<file path="config.mk">
export PLATFORM = sky130hd
export DESIGN_NAME = drd_deblock_lane
export DESIGN_NICKNAME = d
export VERILOG_FILES = /design/src/rtl/drd_pkg.sv /design/src/rtl/drd_deblock_lane.sv
export SDC_FILE = /design/constraint.sdc
export NUM_CORES = 1
export LEC_CHECK = 0
export BUFFER_PORTS_ARGS = -buffer_cell sky130_fd_sc_hd__buf_4
export CAP_MARGIN = 20
export CORE_UTILIZATION = 57
export CTS_BUF_LIST = sky130_fd_sc_hd__clkbuf_2
export DETAILED_ROUTE_END_ITERATION = 10
export HOLD_SLACK_MARGIN = 0.08
export PLACE_DENSITY_LB_ADDON = 0.12
export SLEW_MARGIN = 10
export SYNTH_ARGS = -nofsm -noshare
export SYNTH_HDL_FRONTEND = slang
export SYNTH_SLANG_ARGS = --single-unit
</file>
<file path="constraint.sdc">
create_clock -name i_clk -period 19.1 [get_ports i_clk]
set_input_delay 2.865 -clock i_clk [delete_from_list [all_inputs] [get_ports i_clk]]
set_output_delay 2.865 -clock i_clk [all_outputs]
set_load 0.01 [all_outputs]
</file>
<file path="src/rtl/drd_pkg.sv">
// Shared widths, limits, register indexes, mode values and the lane control type for the dehaze restore block.
`timescale 1ns / 1ps
`default_nettype none
package drd_pkg;
    localparam int PIX_W      = 8;
    localparam int TRANS_W    = 12;
    localparam int CFG_IDX_W  = 3;
    localparam int CFG_DATA_W = 12;
    localparam int STEP_LIMIT = 20;
    localparam int FLAT_LIMIT = 30;

    // configuration register indexes
    localparam logic [CFG_IDX_W-1:0] CFG_AIR_B     = 3'd0;
    localparam logic [CFG_IDX_W-1:0] CFG_AIR_G     = 3'd1;
    localparam logic [CFG_IDX_W-1:0] CFG_AIR_R     = 3'd2;
    localparam logic [CFG_IDX_W-1:0] CFG_MIN_TRANS = 3'd3;
    localparam logic [CFG_IDX_W-1:0] CFG_POST_EN   = 3'd4;
    localparam logic [CFG_IDX_W-1:0] CFG_DB_LIMIT  = 3'd5;

    // input kind carried on tuser
    localparam logic MODE_PIXEL = 1'b0;
    localparam logic MODE_GAMMA = 1'b1;

    // deblock lane control
    typedef struct packed {
        logic load;
        logic step;
    } t_db_ctl;
endpackage
`default_nettype wire

</file>
<file path="src/rtl/drd_deblock_lane.sv">
// One channel lane of the deblocker: step and flatness terms, ramp correction per position.
`timescale 1ns / 1ps
`default_nettype none
module drd_deblock_lane #(
    parameter int DEBLOCK_STEPS = 10
) (
    input  wire logic                       i_clk,
    input  wire drd_pkg::t_db_ctl           i_ctl,
    input  wire logic [drd_pkg::PIX_W-1:0]  i_cur,
    input  wire logic [drd_pkg::PIX_W-1:0]  i_prev,
    input  wire logic [drd_pkg::PIX_W-1:0]  i_far,
    input  wire logic [drd_pkg::PIX_W-1:0]  i_near,
    input  wire logic [drd_pkg::PIX_W-1:0]  i_pix,
    output logic [drd_pkg::PIX_W-1:0]       o_absd,
    output logic [drd_pkg::PIX_W:0]         o_flat,
    output logic [drd_pkg::PIX_W-1:0]       o_pix
);
    localparam int PW    = drd_pkg::PIX_W;
    localparam int ACC_W = PW + 1 + $clog2(DEBLOCK_STEPS + 1);
    localparam int K     = ACC_W + 6;
    localparam int RECIP = (1 << K) / DEBLOCK_STEPS + 1;

    logic signed [PW:0]      r_d;
    logic signed [ACC_W-1:0] r_acc;

    logic signed [PW:0]      d_now;
    logic [PW-1:0]           a_far;
    logic [PW-1:0]           a_near;
    logic                    neg;
    logic [ACC_W:0]          mag;
    logic [ACC_W+K:0]        prod;
    logic [ACC_W:0]          q;
    logic signed [ACC_W+2:0] qs;
    logic signed [ACC_W+2:0] sum;

    // step and flatness of this channel
    always_comb begin
        d_now  = $signed({1'b0, i_cur}) - $signed({1'b0, i_prev});
        o_absd = d_now[PW] ? PW'(-d_now) : d_now[PW-1:0];
        a_far  = (i_prev > i_far) ? (i_prev - i_far) : (i_far - i_prev);
        a_near = (i_cur > i_near) ? (i_cur - i_near) : (i_near - i_cur);
        o_flat = {1'b0, a_far} + {1'b0, a_near};
    end

    // floor(s*d/STEPS) by reciprocal multiply on the magnitude
    always_comb begin
        neg  = r_acc[ACC_W-1];
        mag  = neg ? ((ACC_W+1)'(-r_acc) + (ACC_W+1)'(DEBLOCK_STEPS - 1))
                   : (ACC_W+1)'(r_acc);
        prod = {{K{1'b0}}, mag} * (ACC_W+K+1)'(RECIP);
        q    = prod[K +: ACC_W+1];
        qs   = neg ? -$signed({2'b00, q}) : $signed({2'b00, q});
        sum  = qs + $signed({{(ACC_W+3-PW){1'b0}}, i_pix});
        if (sum < 0) begin
            o_pix = '0;
        end else if (sum > 255) begin
            o_pix = '1;
        end else begin
            o_pix = sum[PW-1:0];
        end
    end

    // acc holds s*d for the current step
    always_ff @(posedge i_clk) begin
        if (i_ctl.load) begin
            r_d   <= d_now;
            r_acc <= ACC_W'(d_now);
        end else if (i_ctl.step) begin
            r_acc <= r_acc + ACC_W'(r_d);
        end
    end
endmodule
`default_nettype wire

</file>
==> metrics list <==
- Outcome: finished, final reports clean
- Antenna diode count: 0
* Global-route congestion overflow total: 0
- Critical path buffers and inverters: 8
- Yosys mapped a number of flops with a built-in enable equal to 22.
- Area growth from synthesis to layout: 8.80%
- Delay of the slowest cell on the worst path: 1.00 ns
- Dividing the final minimum period by the clock period gives 68.3%.
- In this run the post-CTS setup repair buffer count came out at 0.
* Library cell contributing the largest single delay on the critical path: edfxtp_1
- Clock tree synthesis inserted a total of 3 buffers.
- Worst hold slack after final layout: 0.740 ns
- Sequential cell area fraction in the yosys report: 8.40%
- In this run the worst setup path begins at r_acc[12].
* Total of flip-flops plus latches after synthesis: 22
- Buffer type at the clock tree root: clkbuf_2
* Register area: 661 µm²
- Clock latency on the worst-skew pair, taken at its later pin, is 0.32 ns.
* TritonCTS clock tree: built
- Maximum capacitance violations: 0
- Area of the die: 0.0143 mm²
- Type of destination of the critical path: primary output
- The first global-routing pass estimated 28300 µm of wire.
- At the end of the flow, the number of nets in the layout was 1268.
- Most used cells in the layout excluding fill and tap cells: inv_1 (191), ha_1 (172), buf_4 (67)
- In the routed layout, each cell is associated on average with a via count of 5.54.
* Total routed wirelength: 16700 µm
* Path type of the worst setup path: reg -> out
* H-Tree Level Count: 1
* Period minus WS final: 13.05 ns
- After technology mapping, the gate count stands at 931.
* Minimum setup slack in the final design: 6.05 ns
- Post-synthesis async set-or-reset flop share: 0%
- Endpoint arrival time on the critical path: 10.18 ns
- Yosys warning count: 0
- CTS clk-pin slew, worst paths: 0.21 ns
* Total clock sinks: 22
* Largest fanout on the critical path: 29
- Initial standard-cell utilization of the core: 58.9%
* Number of fill cells in the layout: 1204
- Grouping stages by cell kind, the critical path spends the most delay in adder cells.
- STA puts the critical path data required time at 16.23 ns.
* Number of buffers inserted by hold repair at cts: 0
* Clock tree skew after final layout: 0.0103 ns
- Based on the critical path, the design can be clocked at up to 76.7 MHz.
* Via Count: 6460
- The worst hold path begins at r_d[0].
* Ys flop type: edfxtp_1
* Drt first-iter violations: 359
- RSZ-0062 raised after global routing: no
- Startpoint type of the worst setup path: flip-flop
- The first detailed-routing pass ran for 4 iterations.
- In this run the vertical extent of the chip is 119 µm.
* Slew margin rel.: 38.5%
* Die width: 119 µm
- Detailed placement finished with a half-perimeter wire length of 14900 µm.
- Area of combinational cells with multiple inputs: 0.00644 mm²
- The cell area that synthesis handed to floorplanning was 0.00787 mm².
- Across every metal layer, demand over resource in global routing totals 24.0%.
- Routability-driven placement finished with a final weighted congestion of 0.914.
- Vias in the first global route: 6255
- Path type of the worst min-delay path: reg -> reg
- Post-cts sizing count: 0
- Worst slack at placement: 6.48 ns
- For the pin with the worst max-slew slack, the measured transition is 0.922 ns.
- Unique cell type count in the Yosys netlist: 65
- The count of buffers added on input and output ports is 67.
- The cell that appears most often on the critical path is inv_1.
- In this run the standard cell core region covers 0.0133 mm².
- Buffer depth of the longest clock path: 2
- Max-slew violations: 0
- Most common library cell in the layout ignoring fill and taps: inv_1
* WL per Instance: 14.3 µm
- In the final timing run, aggregate negative setup slack is 0 ns.
- Launch point of the worst reg-to-reg path: r_acc[1]
* IO Pins: 68
- Remaining number of nets flagged by the antenna check after routing: 0
* Largest net degree at the start of global routing: 34
- Final setup vio count: 0
- The final number of hold-violating endpoints came to 0.
* Std-Cell Rows: 42
- Share of layout cells above drive strength 1: 8.79%
* Count of unresolved DRC violations after routing: 0
* Syn Area/Cell: 8.45 µm²
* Initial antenna violation count: 0
[synthesized netlist by cell type (all sizes together), types with 5 or more instances]
cell | count | area share [%]
mux2i | 11 | 1.4
xor2 | 21 | 2.3
a221oi | 5 | 0.56
fa | 62 | 16
or2 | 6 | 0.48
o21bai | 9 | 0.86
a21o | 26 | 2.5
o22ai | 9 | 0.72
nand2b | 6 | 0.48
nor2b | 10 | 0.80
nor3 | 13 | 0.83
o21ai | 50 | 3.2
clkbuf | 11 | 0.52
ha | 172 | 27
a21boi | 6 | 0.57
a21oi | 61 | 3.9
nand2 | 49 | 2.3
nand3b | 5 | 0.48
o21a | 7 | 0.67
a31oi | 5 | 0.40
nand3 | 11 | 0.70
nor2 | 29 | 1.4
nand4 | 10 | 0.87
inv | 191 | 9.1
xnor2 | 48 | 5.4
edfxtp | 22 | 8.4
o31ai | 14 | 1.3
a211oi | 10 | 0.95
[registers in the layout (all words and copies together), names as in the netlist]
register and count:
r_acc 13, r_d 9
[final cells by class]
cell class              count  share of cell area (%)
multi-input cells         706                    75.2
clock buffers               3                   0.175
inverters                 191                    8.38
flip-flops and latches     22                    7.72
clock inverters             1                  0.0439
well taps                 176                    2.57
repair buffers             67                    5.88
[worst register-to-register path: cells and delay by family (launching register included)]
family,cells,cell delay (ns)
AOI/OAI and AO/OA,9,1.84
adders and majority gates,1,0.45
buffers and inverters,1,0.13
DFF,1,0.55
and+or+nand+nor,1,0.12
[logic make-up after synthesis]
group,count (synthesis),synth area share (%)
adder cells (fa/ha/maj),234,43.1
buffers and inverters,205,9.85
other,1,0.0477
multiplexers,14,1.83
AO/OA/AOI/OAI,227,18.6
XOR/XNOR,69,7.78
AND/OR/NAND/NOR,159,10.4
flip-flops,22,8.40
[through the flow]
stage | area [µm²] | utilization [%] | instances
after floorplan | 7870 | - | 933
after global placement | 8540 | 64.0 | 1162
after detailed placement | 8540 | 64.0 | 1162
after CTS | 8560 | 64.1 | 1166
after global routing | 8560 | 64.1 | 1166
final | 8560 | 64.1 | 1166
[metal layers]
metal,track usage (%),share of wire [%],vias up
li1,-,-,3314
met1,33.2,49,3050
met2,42.8,49,94
met3,1.34,2.4,2
met4,1.64,0.19,0
met5,0,0,-
[worst paths after layout]
kind | slack [ns] | cells after the start | endpoint
setup / recovery | 6.05 | 33 | o_pix[7]
hold / removal | 0.74 | 3 | r_acc[0]
setup reg to reg | 15.87 | 12 | r_acc[12]
hold reg to reg | 0.74 | 3 | r_acc[0]
Power is left out: the tool's default activity adds up to more than one toggle a clock period on the data nets, which glitch-free logic cannot reach.
