`config.mk`:
```
export PLATFORM = sky130hd
export DESIGN_NAME = drd_restore_lane
export DESIGN_NICKNAME = d
export VERILOG_FILES = /design/src/rtl/drd_pkg.sv /design/src/rtl/drd_restore_lane.sv
export SDC_FILE = /design/constraint.sdc
export NUM_CORES = 1
export LEC_CHECK = 0
export BUFFER_PORTS_ARGS = -buffer_cell sky130_fd_sc_hd__buf_2
export CAP_MARGIN = 20
export CORE_MARGIN = 8
export CORE_UTILIZATION = 60
export DETAILED_ROUTE_END_ITERATION = 8
export PLACE_DENSITY_LB_ADDON = 0.15
export SLEW_MARGIN = 20
export SYNTH_ARGS = -nofsm -noshare
export SYNTH_HDL_FRONTEND = slang
export SYNTH_SLANG_ARGS = --single-unit
```
`constraint.sdc`:
```
create_clock -name i_clk -period 4.7 [get_ports i_clk]
set_input_delay 0.94 -clock i_clk [delete_from_list [all_inputs] [get_ports i_clk]]
set_output_delay 0.94 -clock i_clk [all_outputs]
set_load 0.03 [all_outputs]
```
`src/rtl/drd_pkg.sv`:
```
// Shared widths, limits, register indexes, mode values and the lane control type for the dehaze restore block.
`timescale 1ns / 1ps
`default_nettype none
package drd_pkg;
    localparam int PIX_W      = 8;
    localparam int TRANS_W    = 12;
    localparam int CFG_IDX_W  = 3;
    localparam int CFG_DATA_W = 12;
    localparam int STEP_LIMIT = 20;
    localparam int FLAT_LIMIT = 30;

    // configuration register indexes
    localparam logic [CFG_IDX_W-1:0] CFG_AIR_B     = 3'd0;
    localparam logic [CFG_IDX_W-1:0] CFG_AIR_G     = 3'd1;
    localparam logic [CFG_IDX_W-1:0] CFG_AIR_R     = 3'd2;
    localparam logic [CFG_IDX_W-1:0] CFG_MIN_TRANS = 3'd3;
    localparam logic [CFG_IDX_W-1:0] CFG_POST_EN   = 3'd4;
    localparam logic [CFG_IDX_W-1:0] CFG_DB_LIMIT  = 3'd5;

    // input kind carried on tuser
    localparam logic MODE_PIXEL = 1'b0;
    localparam logic MODE_GAMMA = 1'b1;

    // deblock lane control
    typedef struct packed {
        logic load;
        logic step;
    } t_db_ctl;
endpackage
`default_nettype wire

```
`src/rtl/drd_restore_lane.sv`:
```
// One channel lane: floor((I-A)*2^F / t) + A by a bit-serial divider, clamped to a byte.
`timescale 1ns / 1ps
`default_nettype none
module drd_restore_lane #(
    parameter int TRANS_FRAC_BITS = 12
) (
    input  wire logic                          i_clk,
    input  wire logic                          i_rst_n,
    input  wire logic                          i_start,
    input  wire logic [drd_pkg::PIX_W-1:0]     i_pix,
    input  wire logic [drd_pkg::PIX_W-1:0]     i_air,
    input  wire logic [drd_pkg::TRANS_W-1:0]   i_den,
    output logic                               o_done,
    output logic [drd_pkg::PIX_W-1:0]          o_val
);
    localparam int NUM_W = drd_pkg::PIX_W + TRANS_FRAC_BITS;
    localparam int CNT_W = $clog2(NUM_W + 1);
    localparam int RW    = drd_pkg::TRANS_W;

    logic [NUM_W-1:0]          r_mag;
    logic [RW-1:0]             r_rem;
    logic [RW-1:0]             r_den;
    logic [drd_pkg::PIX_W-1:0] r_air;
    logic                      r_neg;
    logic [CNT_W-1:0]          r_cnt;
    logic                      r_busy;
    logic                      r_fin;
    logic                      r_done;
    logic [drd_pkg::PIX_W-1:0] r_val;

    logic [RW:0]               trial;
    logic                      qbit;
    logic [RW:0]               diff;
    logic signed [NUM_W+1:0]   qs;
    logic signed [NUM_W+1:0]   sum;
    logic [drd_pkg::PIX_W-1:0] n_val;

    // one quotient bit per cycle
    always_comb begin
        trial = {r_rem, r_mag[NUM_W-1]};
        diff  = trial - {1'b0, r_den};
        qbit  = (trial >= {1'b0, r_den});
    end

    // floor for negative numerator, add airlight back, clamp
    always_comb begin
        qs = $signed({2'b00, r_mag});
        if (r_neg) begin
            qs = -(qs + $signed({{(NUM_W+1){1'b0}}, (r_rem != '0)}));
        end
        sum = qs + $signed({{(NUM_W+2-drd_pkg::PIX_W){1'b0}}, r_air});
        if (sum < 0) begin
            n_val = '0;
        end else if (sum > 255) begin
            n_val = '1;
        end else begin
            n_val = sum[drd_pkg::PIX_W-1:0];
        end
    end

    always_ff @(posedge i_clk) begin
        if (!i_rst_n) begin
            r_busy <= 1'b0;
            r_fin  <= 1'b0;
            r_done <= 1'b0;
            r_cnt  <= '0;
        end else begin
            r_done <= 1'b0;
            r_fin  <= 1'b0;
            if (i_start) begin
                r_busy <= 1'b1;
                r_cnt  <= CNT_W'(NUM_W);
            end else if (r_busy) begin
                r_cnt <= r_cnt - 1'b1;
                if (r_cnt == CNT_W'(1)) begin
                    r_busy <= 1'b0;
                    r_fin  <= 1'b1;
                end
            end
            if (r_fin) begin
                r_done <= 1'b1;
            end
        end
    end

    // datapath
    always_ff @(posedge i_clk) begin
        if (i_start) begin
            r_neg <= (i_pix < i_air);
            r_mag <= {((i_pix < i_air) ? (i_air - i_pix) : (i_pix - i_air)),
                      {TRANS_FRAC_BITS{1'b0}}};
            r_rem <= '0;
            r_den <= (i_den == '0) ? RW'(1) : i_den;
            r_air <= i_air;
        end else if (r_busy) begin
            r_rem <= qbit ? diff[RW-1:0] : trial[RW-1:0];
            r_mag <= {r_mag[NUM_W-2:0], qbit};
        end
        if (r_fin) begin
            r_val <= n_val;
        end
    end

    assign o_done = r_done;
    assign o_val  = r_val;
endmodule
`default_nettype wire

```
==> results of run 1 <==
final timing paths:
path / cells past startpoint / endpoint / start / slack (ns)
worst max register to register: 20 / o_val[4] / r_rem[6] / 0.34
worst min-delay path: 2 / r_cnt[1] / r_cnt[1] / 0.51
worst max-delay path: 20 / o_val[4] / r_rem[6] / 0.34
worst min register to register: 2 / r_cnt[1] / r_cnt[1] / 0.51
repair_timing:
action	4_1_cts	5_1_grt
setup endpoints to repair	0	8
gates resized for setup	0	1
buffers inserted	0	2
flip-flops by register name (all words and copies together), names as in the netlist:
signal  flops
r_mag      20
r_den      12
r_rem      12
o_val       8
r_air       8
r_cnt       5
o_done      1
r_busy      1
r_fin       1
r_neg       1
worst register-to-register path, cell delays in order, from the launching register on:
cell and delay, ns:
dfxtp_1 0.35, nor4_2 0.31, and3_1 0.21, ha_1 0.14, ha_1 0.16, inv_1 0.05
ha_1 0.20, o21bai_1 0.28, a211oi_4 0.15, xnor2_1 0.15, nand2_1 0.07, o21ai_0 0.09
ha_1 0.34, o21a_1 0.13, o31a_1 0.18, o21bai_2 0.12, nor4_2 0.30, mux2_2 0.39
o31ai_4 0.21, buf_4 0.19, a31oi_1 0.10
through the flow:
step / setup WS [ns] / power (uW) / cell area [um2] / cells / util
final: 0.3351 / 2105 / 6491 / 867 / 0.6672
after floorplan: 0.5727 / 1417 / 5995 / 703 / -
after CTS: 0.1007 / 2095 / 6470 / 865 / 0.6650
after global routing: 0.0007554 / 2248 / 6491 / 867 / 0.6672
after detailed placement: 0.1263 / 1614 / 6279 / 849 / 0.6453
after global placement: 0.2827 / 1587 / 6279 / 849 / 0.6453
power groups by stage:
| stage | sequential [uW] | combinational (uW) | clock, uW |
|---|---|---|---|
| 5_1_grt | 732 | 999 | 518 |
| 4_1_cts | 724 | 880 | 491 |
| 2_1_floorplan | 722 | 694 | 0 |
| 3_3_place_gp | 736 | 851 | 0 |
| 6_report | 725 | 897 | 483 |
| 3_5_place_dp | 738 | 876 | 0 |
placed cells by master (no fill, tap or decap), types with 5 or more instances in the layout:
cell	netlist	final
o221ai_1	5	5
xor2_1	8	8
and3_1	7	7
mux2i_1	22	22
nand3_1	17	17
a2111oi_0	9	9
edfxtp_1	37	37
nor3b_1	7	7
dfxtp_1	32	32
o31ai_1	5	5
xnor2_1	18	18
ha_1	60	60
o21bai_1	5	5
clkbuf_8	0	9
nor2b_1	12	12
a21oi_1	40	40
nand2b_1	15	15
o21a_1	10	10
a21o_1	12	12
nor2_1	58	58
nor3_1	23	23
o21ai_0	28	28
buf_4	0	10
inv_1	74	74
a31oi_1	11	11
nand2_1	45	45
nor4_1	13	12
buf_2	2	39
final cells by class:
type,instances,area share
Multi-Input combinational cell,526,0.5906
Sequential cell,69,0.2699
Inverter,74,0.04279
Timing Repair Buffer,49,0.04163
Tap cell,133,0.02564
Clock buffer,10,0.02294
Clock inverter,6,0.006554
cell usage after synthesis (7+ instances only):
library cell  number
and3_1             7
a2111oi_0          9
o21a_1            10
xnor2_1           18
mux2i_1           22
o21ai_0           28
a21o_1            12
nand2b_1          15
dfxtp_1           32
a21oi_1           40
nor3b_1            7
edfxtp_1          37
nor2_1            58
xor2_1             8
nand3_1           17
nor2b_1           12
nor4_1            13
clkbuf_1          27
nand2_1           45
a31oi_1           11
ha_1              60
inv_1             74
nor3_1            23
layer usage:
layer / vias up / GRT usage / routed length [um]
li1: 2615 / - / -
met5: - / 0 / 0
met2: 137 / 0.3815 / 6718
met1: 2442 / 0.2761 / 6531
met3: 19 / 0.04534 / 725
met4: 0 / 0.05359 / 161
cells by family (layout without fill, tap and decap cells):
logic type | count (synthesis) | count (layout)
AO/OA/AOI/OAI | 185 | 185
adder cells (fa/ha/maj) | 64 | 64
AND/OR/NAND/NOR | 225 | 225
multiplexers | 26 | 26
XOR/XNOR | 26 | 26
flip-flops | 69 | 69
buffers and inverters | 108 | 139
==> results.yml, run 1 <==
worst_setup_path:
  crit_fanout: 8
  cpPeakStageDelay_ns: 0.39
  worst-setup-path-type: "register to register"
  cp-end-kind: "register"
  worst_path_most_repeated_cell: "ha_1"
  path_cells: "nor4_2 -> and3_1 -> ha_1 -> ha_1 -> inv_1 -> ha_1 -> o21bai_1 -> a211oi_4 -> xnor2_1 -> nand2_1 -> o21ai_0 -> ha_1 -> o21a_1 -> o31a_1 -> o21bai_2 -> nor4_2 -> mux2_2 -> o31ai_4 -> buf_4 -> a31oi_1"
  critical_path_required_ns: 4.81
  arrival_ns: 4.47
  start_kind: "register"
  cp_top_family: "compound AO/OA/AOI/OAI gates"
  cp_slowest_cell: "mux2_2"
  critical_path_buf_inv_count: 2
layout:
  multiInputGateArea_um2: 3834
  fill_cells: 838
  regArea_um2: 1752
  n_antenna_cell: 0
  drive_above_1_share: 0.1213
  num-nets-final: 824
  syn2layout_area_growth_pct: 8.286
timing:
  hold_viol_final: 0
  holdWs_ns: 0.5075
  finalMaxSlewViolations: 0
  skew_ns: 0.01166
  slew_headroom: 0.4773
  period_minus_slack_ns: 4.365
  setup_viol: 0
  fin_setup_tns_ns: 0
  tightest_slew_ns: 0.7832
  max_clock_freq_mhz: 229.1
  timing.final.crit_share: 0.9287
  rsz0062_at_grt: "no"
power_and_ir_drop:
  pwr-share-seq: 0.345
  p_int_uw: 1288
  switchingPower_uw: 817.1
  p_leak_uw: 0.002806
  p_clk_frac: 0.229
  pwr-share-comb: 0.426
  ir_worst_vdd_mv: 0.2038
  swShare: 0.3882
  power.density_nw_per_um2: 324.2
grt:
  grt_max_degree: 41
  grt_pass1_vias: 5179
  gr-usage-all-layers: 0.2215
  antenna_found_initial: 0
  overflow: 0
  grt_pass1_wl_um: 24040
cts:
  root_buffer: "clkbuf_8"
  cts_tree: "yes"
  htreeDepth: 3
  clock-sinks: 69
  cts-buffers-inserted: 9
  clock_latency_ns: 0.36
  cts_hold_buffers: 0
  clkSlewWorstSetupHoldPaths_ns: 0.08
  clk_path_buf_depth: 2
logic_synthesis:
  syn-num-nets: 798
  syn_inst: 703
  netlist_top_cells_area: "edfxtp_1, ha_1, dfxtp_1"
  ys_seq_elements: 69
  synth_edf_count: 37
  synth_compound_area_frac: 0.2269
  synthArstFlopShare: 0
  ys_types: 76
  synth_top_area_frac: 0.1853
  mappedNetlistArea_um2: 5994
  yosys.area.top_type: "edfxtp_1"
  avgSynthCellArea_um2: 8.527
  synthFlopType: "edfxtp_1"
  yosysWarnings: 0
  synth_adder_area_share: 0.1386
  synthSimpleGateAreaFrac: 0.1908
  synth_top_family_by_area: "compound AO/OA/AOI/OAI gates"
  synth_mux_area_frac: 0.04425
  synth_xor_area_frac: 0.03799
  ys_seq_area_frac: 0.2922
placed_design:
  gp_congestion: 0.9366
  dp_hpwl_um: 10880
  port_buffers: 39
routing:
  via_per_inst: 6.013
  antenna_left: 0
  routedWlPerCell_um: 16.31
  vias: 5213
  drc: 0
  firstDrtPassIters: 5
  drt_iter0_drc: 335
  routed_wl_um: 14140
floorplanning:
  num_rows: 36
  core_um2: 9729
  die_w_um: 116.0
  die_area_um2: 13450
  die_y_um: 116.0
  io_pins: 40
  start_util: 0.6161
run_status:
  outcome: "finished, final reports clean"
min_path:
  hold_path_class: "register to register"
job:
  cap_violations: 0
(Power assumes the default switching activity.)
==> inputs of run 2 (changes only) <==
--- a/config.mk
+++ b/config.mk
@@ -5,6 +5,7 @@
 export SDC_FILE = /design/constraint.sdc
 export NUM_CORES = 1
 export LEC_CHECK = 0
+export ABC_AREA = 1
 export BUFFER_PORTS_ARGS = -buffer_cell sky130_fd_sc_hd__buf_2
 export CAP_MARGIN = 20
 export CORE_MARGIN = 8
==> results.yml, run 2 <==
cts:
  clk_path_buf_depth: 2
  clock-sinks: 69
  clkSlewWorstSetupHoldPaths_ns: 0.09
  root_buffer: "clkbuf_8"
  cts_tree: "yes"
  clock_latency_ns: 0.37
  htreeDepth: 3
  cts-buffers-inserted: 9
logic_synthesis:
  synth_top_cells_by_count: "nand2_1, inv_1, ha_1"
  synthArstFlopShare: 0
  ys_seq_area_frac: 0.2827
  ys_types: 43
  synth_top_area_frac: 0.1793
  yosysWarnings: 0
  yosysMostFrequentCell: "nand2_1"
  syn-num-nets: 999
  mappedNetlistArea_um2: 6197
  synth_edf_count: 37
  yosys.area.top_type: "edfxtp_1"
  netlist_top_cells_area: "edfxtp_1, nand2_1, ha_1"
  syn_inst: 904
  synthFlopType: "edfxtp_1"
  ys_seq_elements: 69
  avgSynthCellArea_um2: 6.855
layout:
  num-nets-final: 1026
  largestRegisters: "r_mag x20, r_den x12, r_rem x12"
  stdcell_area_um2: 6666
  top_register: "r_mag"
  final_common_cell: "nand2_1"
  n_antenna_cell: 0
  largest_reg_flops: 20
  syn2layout_area_growth_pct: 7.571
  drive_above_1_share: 0.09936
  fin_cells: 1072
  final_cell_mix: "nand2_1, inv_1, ha_1, a21oi_1, nand3_1"
run_status:
  outcome: "finished, final reports clean"
grt:
  grt_max_degree: 40
  antenna_found_initial: 0
  gr-usage-all-layers: 0.2303
  grt_pass1_wl_um: 26380
  overflow: 0
  grt_pass1_vias: 5841
timing:
  timing.final.crit_share: 0.9159
  hold_viol_final: 0
  tightest_slew_ns: 0.8839
  period_minus_slack_ns: 4.305
  setup_viol: 0
  skew_ns: 0.01163
  finalMaxSlewViolations: 0
  max_clock_freq_mhz: 232.3
  slew_headroom: 0.4093
worst_setup_path:
  critical_path_buf_inv_count: 3
  cp-end-kind: "register"
  cp_top_family: "simple AND/OR/NAND/NOR gates"
  critical_path_required_ns: 4.80
  crit_fanout: 8
  cp.depth: 24
  r2r_cells: 24
  worst-setup-path-type: "register to register"
  arrival_ns: 4.40
  cp_slowest_cell: "ha_1"
  worst_path_most_repeated_cell: "nand2_1"
  path_cells: "inv_1 -> nand4_1 -> nor3_2 -> ha_1 -> ha_1 -> inv_1 -> ha_1 -> inv_1 -> nand2_1 -> nand3_1 -> o21ai_0 -> ha_1 -> nand2_1 -> o211ai_1 -> a21oi_1 -> nand3b_1 -> nor2_4 -> nand3_1 -> nand2_1 -> nand2_1 -> nor2_1 -> nand2_1 -> nor2_4 -> a21oi_1"
  cpPeakStageDelay_ns: 0.43
  start_kind: "register"
placed_design:
  port_buffers: 39
  dp_cells: 1056
  gp_congestion: 0.9548
  dp_hpwl_um: 12870
  dpl_cell_area_um2: 6471
routing:
  drt_iter0_drc: 602
  routed_wl_um: 16150
  firstDrtPassIters: 5
  vias: 6032
  via_per_inst: 5.627
  drc: 0
  antenna_left: 0
  routedWlPerCell_um: 15.06
job:
  cap_violations: 0
floorplanning:
  start_util: 0.6085
  die_y_um: 117.6
  die_w_um: 117.6
  num_rows: 37
  io_pins: 40
  die_area_um2: 13840
  core_um2: 10180
power_and_ir_drop:
  power.density_nw_per_um2: 283.0
  p_leak_uw: 0.003289
  ir_worst_vdd_mv: 0.1787
  finalPower_uw: 1887
min_path:
  hold_depth: 2
  hold_path_class: "register to register"
run 2: final cells by class:
cell class                      instances  area (um2)
Clock buffer                            9       123.9
Clock inverter                          7       62.56
Fill cell                             951        3518
Inverter                              160       600.6
Multi-Input combinational cell        648        3732
Sequential cell                        69        1752
Tap cell                              136       170.2
Timing Repair Buffer                   43       225.2
run 2: metal layers:
metal	GRT usage	vias to the layer above	routed length, um
met1	0.2889	2730	7106
li1	-	3023	-
met4	0.1233	0	588
met3	0.03549	46	1089
met2	0.3737	233	7362
met5	0	-	0
run 2: kinds of logic (layout without fill, tap and decap cells):
group,count (synthesis),count (layout),synth area share
simple gates,408,408,0.2907
compound gates,150,150,0.1379
flops,69,69,0.2827
mux,1,1,0.001615
xor+xnor,25,25,0.03655
buf+inv,187,219,0.1165
fa+ha+maj,64,64,0.1341
run 2: path summary, 6_finish.rpt:
kind / start / to / slack, ns
max: r_rem[0] / o_val[4] / 0.40
min reg2reg: r_cnt[1] / r_cnt[1] / 0.51
min: r_cnt[1] / r_cnt[1] / 0.51
max reg2reg: r_rem[0] / o_val[4] / 0.40
run 2: repair_timing:
action	CTS	global route
gates resized for setup	0	2
setup buffers	0	0
endpoints found under the setup margin	0	8
hold buffers	0	0
run 2: worst reg2reg max path: cells and delay by family (launching register included):
| kind | cells | cell delay [ns] |
|---|---|---|
| buffers and inverters | 3 | 0.27 |
| flip-flops | 1 | 0.33 |
| adder cells (fa/ha/maj) | 4 | 0.99 |
| AO/OA/AOI/OAI | 4 | 0.71 |
| AND/OR/NAND/NOR | 13 | 1.73 |
run 2: report_power, final:
part | internal, uW | switching (uW)
Sequential | 674 | 22.2
Combinational | 239 | 472
Clock | 202 | 276
Total | 1120 | 771
run 2: through the flow:
stage | utilization | setup TNS [ns] | setup WS, ns | hold WS [ns]
after CTS | 0.6537 | 0 | 0.3251 | 0.5096
after global routing | 0.6545 | -0.01445 | -0.01445 | 0.5388
after detailed placement | 0.6354 | 0 | 0.3421 | 0.4972
after global placement | 0.6354 | 0 | 0.5175 | 0.4912
after floorplan | - | 0 | 1.071 | 0.4753
final | 0.6545 | 0 | 0.3955 | 0.5081
==> inputs of run 3 (changes only) <==
--- a/config.mk
+++ b/config.mk
@@ -5,7 +5,7 @@
 export SDC_FILE = /design/constraint.sdc
 export NUM_CORES = 1
 export LEC_CHECK = 0
-export ABC_AREA = 1
+export ABC_AREA = 0
 export BUFFER_PORTS_ARGS = -buffer_cell sky130_fd_sc_hd__buf_2
 export CAP_MARGIN = 20
 export CORE_MARGIN = 8
==> constraint.sdc (replaced) <==
create_clock -name i_clk -period 5.3 [get_ports i_clk]
set_input_delay 1.06 -clock i_clk [delete_from_list [all_inputs] [get_ports i_clk]]
set_output_delay 1.06 -clock i_clk [all_outputs]
set_load 0.03 [all_outputs]
==> results.yml, run 3 (synthesis gave the netlist of run 1 again) <==
power_and_ir_drop:
  p_int_uw: 1103
  pwr-share-comb: 0.432
  swShare: 0.3931
  ir_worst_vdd_mv: 0.1904
  power.density_nw_per_um2: 283.0
  p_leak_uw: 0.002759
  pwr-share-seq: 0.353
  switchingPower_uw: 714.6
  p_clk_frac: 0.215
min_path:
  hold_path_class: "register to register"
cts:
  clkSlewWorstSetupHoldPaths_ns: 0.09
  clk_path_buf_depth: 2
  htreeDepth: 3
  clock_latency_ns: 0.35
  post_cts_buffers: 0
  root_buffer: "clkbuf_8"
  cts_hold_buffers: 0
  clock-sinks: 69
  cts-buffers-inserted: 9
  post_cts_resized: 0
  cts_tree: "yes"
floorplanning:
  die_y_um: 116.0
  die_area_um2: 13450
  die_w_um: 116.0
  io_pins: 40
  core_um2: 9729
  num_rows: 36
  start_util: 0.6161
grt:
  antenna_found_initial: 0
  grt_max_degree: 42
  grt_pass1_wl_um: 23590
  overflow: 0
  gr-usage-all-layers: 0.2167
  grt_pass1_vias: 5208
routing:
  via_per_inst: 6.103
  antenna_left: 0
  drt_iter0_drc: 361
  drc: 0
  routedWlPerCell_um: 16.38
  firstDrtPassIters: 6
  vias: 5255
  routed_wl_um: 14110
job:
  cap_violations: 0
layout:
  n_antenna_cell: 0
  final_cell_mix: "inv_1, ha_1, nor2_1, nand2_1, a21oi_1"
  largest_reg_flops: 20
  final_common_cell: "inv_1"
  num-nets-final: 818
  top_register: "r_mag"
  stdcell_area_um2: 6424
  largestRegisters: "r_mag x20, r_den x12, r_rem x12"
  drive_above_1_share: 0.1126
  syn2layout_area_growth_pct: 7.159
worst_setup_path:
  cp-end-kind: "register"
  critical_path_required_ns: 5.37
  cp_top_family: "compound AO/OA/AOI/OAI gates"
  worst_path_most_repeated_cell: "ha_1"
  cp_slowest_cell: "a2111oi_4"
  worst-setup-path-type: "register to register"
  crit_fanout: 8
  path_cells: "nor4_1 -> and3_1 -> ha_1 -> ha_1 -> inv_1 -> ha_1 -> o21bai_1 -> a21oi_1 -> xnor2_1 -> nand2_1 -> o21ai_0 -> ha_1 -> o211a_1 -> o31a_1 -> o21bai_2 -> nor3b_1 -> o21ai_1 -> a2111oi_4 -> a31oi_1"
  start_kind: "register"
  r2r_slack_ns: 0.73
  cpPeakStageDelay_ns: 0.64
  critical_path_buf_inv_count: 1
  arrival_ns: 4.64
timing:
  rsz0062_at_grt: "no"
  skew_ns: 0.01085
  fin_setup_tns_ns: 0
  hold_viol_final: 0
  period_minus_slack_ns: 4.567
  slew_headroom: 0.3094
  setup_viol: 0
  timing.final.crit_share: 0.8617
  max_clock_freq_mhz: 219.0
  tightest_slew_ns: 1.036
  finalMaxSlewViolations: 0
placed_design:
  dpl_cell_area_um2: 6248
  port_buffers: 39
  gp_congestion: 0.8890
  dp_hpwl_um: 10850
run_status:
  outcome: "finished, final reports clean"
==> run 3: worst min-delay path: cells and delay by family, from the launching register on <==
| kind | cells | cell delay [ns] |
|---|---|---|
| simple gates | 1 | 0.09 |
| compound gates | 1 | 0.05 |
| flops | 1 | 0.32 |
==> run 3: power groups by stage <==
stage | Clock (uW) | Combinational (uW) | Sequential [uW]
6_report | 390 | 785 | 642
5_1_grt | 424 | 871 | 648
3_5_place_dp | 0 | 775 | 654
3_3_place_gp | 0 | 746 | 653
4_1_cts | 401 | 780 | 642
2_1_floorplan | 0 | 616 | 641
==> run 3: cell type report <==
| type | count | area (um2) |
|---|---|---|
| Timing Repair Buffer | 43 | 225.2 |
| Clock buffer | 9 | 123.9 |
| Clock inverter | 7 | 51.30 |
| Tap cell | 133 | 166.4 |
| Sequential cell | 69 | 1752 |
| Inverter | 74 | 277.8 |
| Multi-Input combinational cell | 526 | 3827 |
| Fill cell | 886 | 3306 |
==> run 3: final timing paths <==
kind	startpoint	end	depth (start not counted)
setup / recovery	r_rem[6]	o_val[0]	19
hold / removal	r_cnt[1]	r_cnt[1]	2
setup reg to reg	r_rem[6]	o_val[0]	19
hold reg to reg	r_cnt[1]	r_cnt[1]	2
==> run 3: stage by stage <==
step,hold WS [ns],cells,utilization,power (uW),setup slack [ns]
CTS,0.5058,861,0.6602,1822,0.7194
floorplan,0.4681,703,-,1256,1.173
global placement,0.4781,845,0.6422,1399,0.8876
finish,0.5041,861,0.6602,1818,0.7329
global route,0.5348,861,0.6602,1943,0.2865
detailed placement,0.4936,845,0.6422,1429,0.7274
==> run 3: layer usage <==
| layer | up-vias | routed length, um | global-route usage |
|---|---|---|---|
| met2 | 179 | 6781 | 0.3784 |
| met5 | - | 0 | 0 |
| met1 | 2451 | 6249 | 0.2581 |
| met4 | 0 | 261 | 0.07692 |
| met3 | 25 | 815 | 0.04273 |
| li1 | 2600 | - | - |
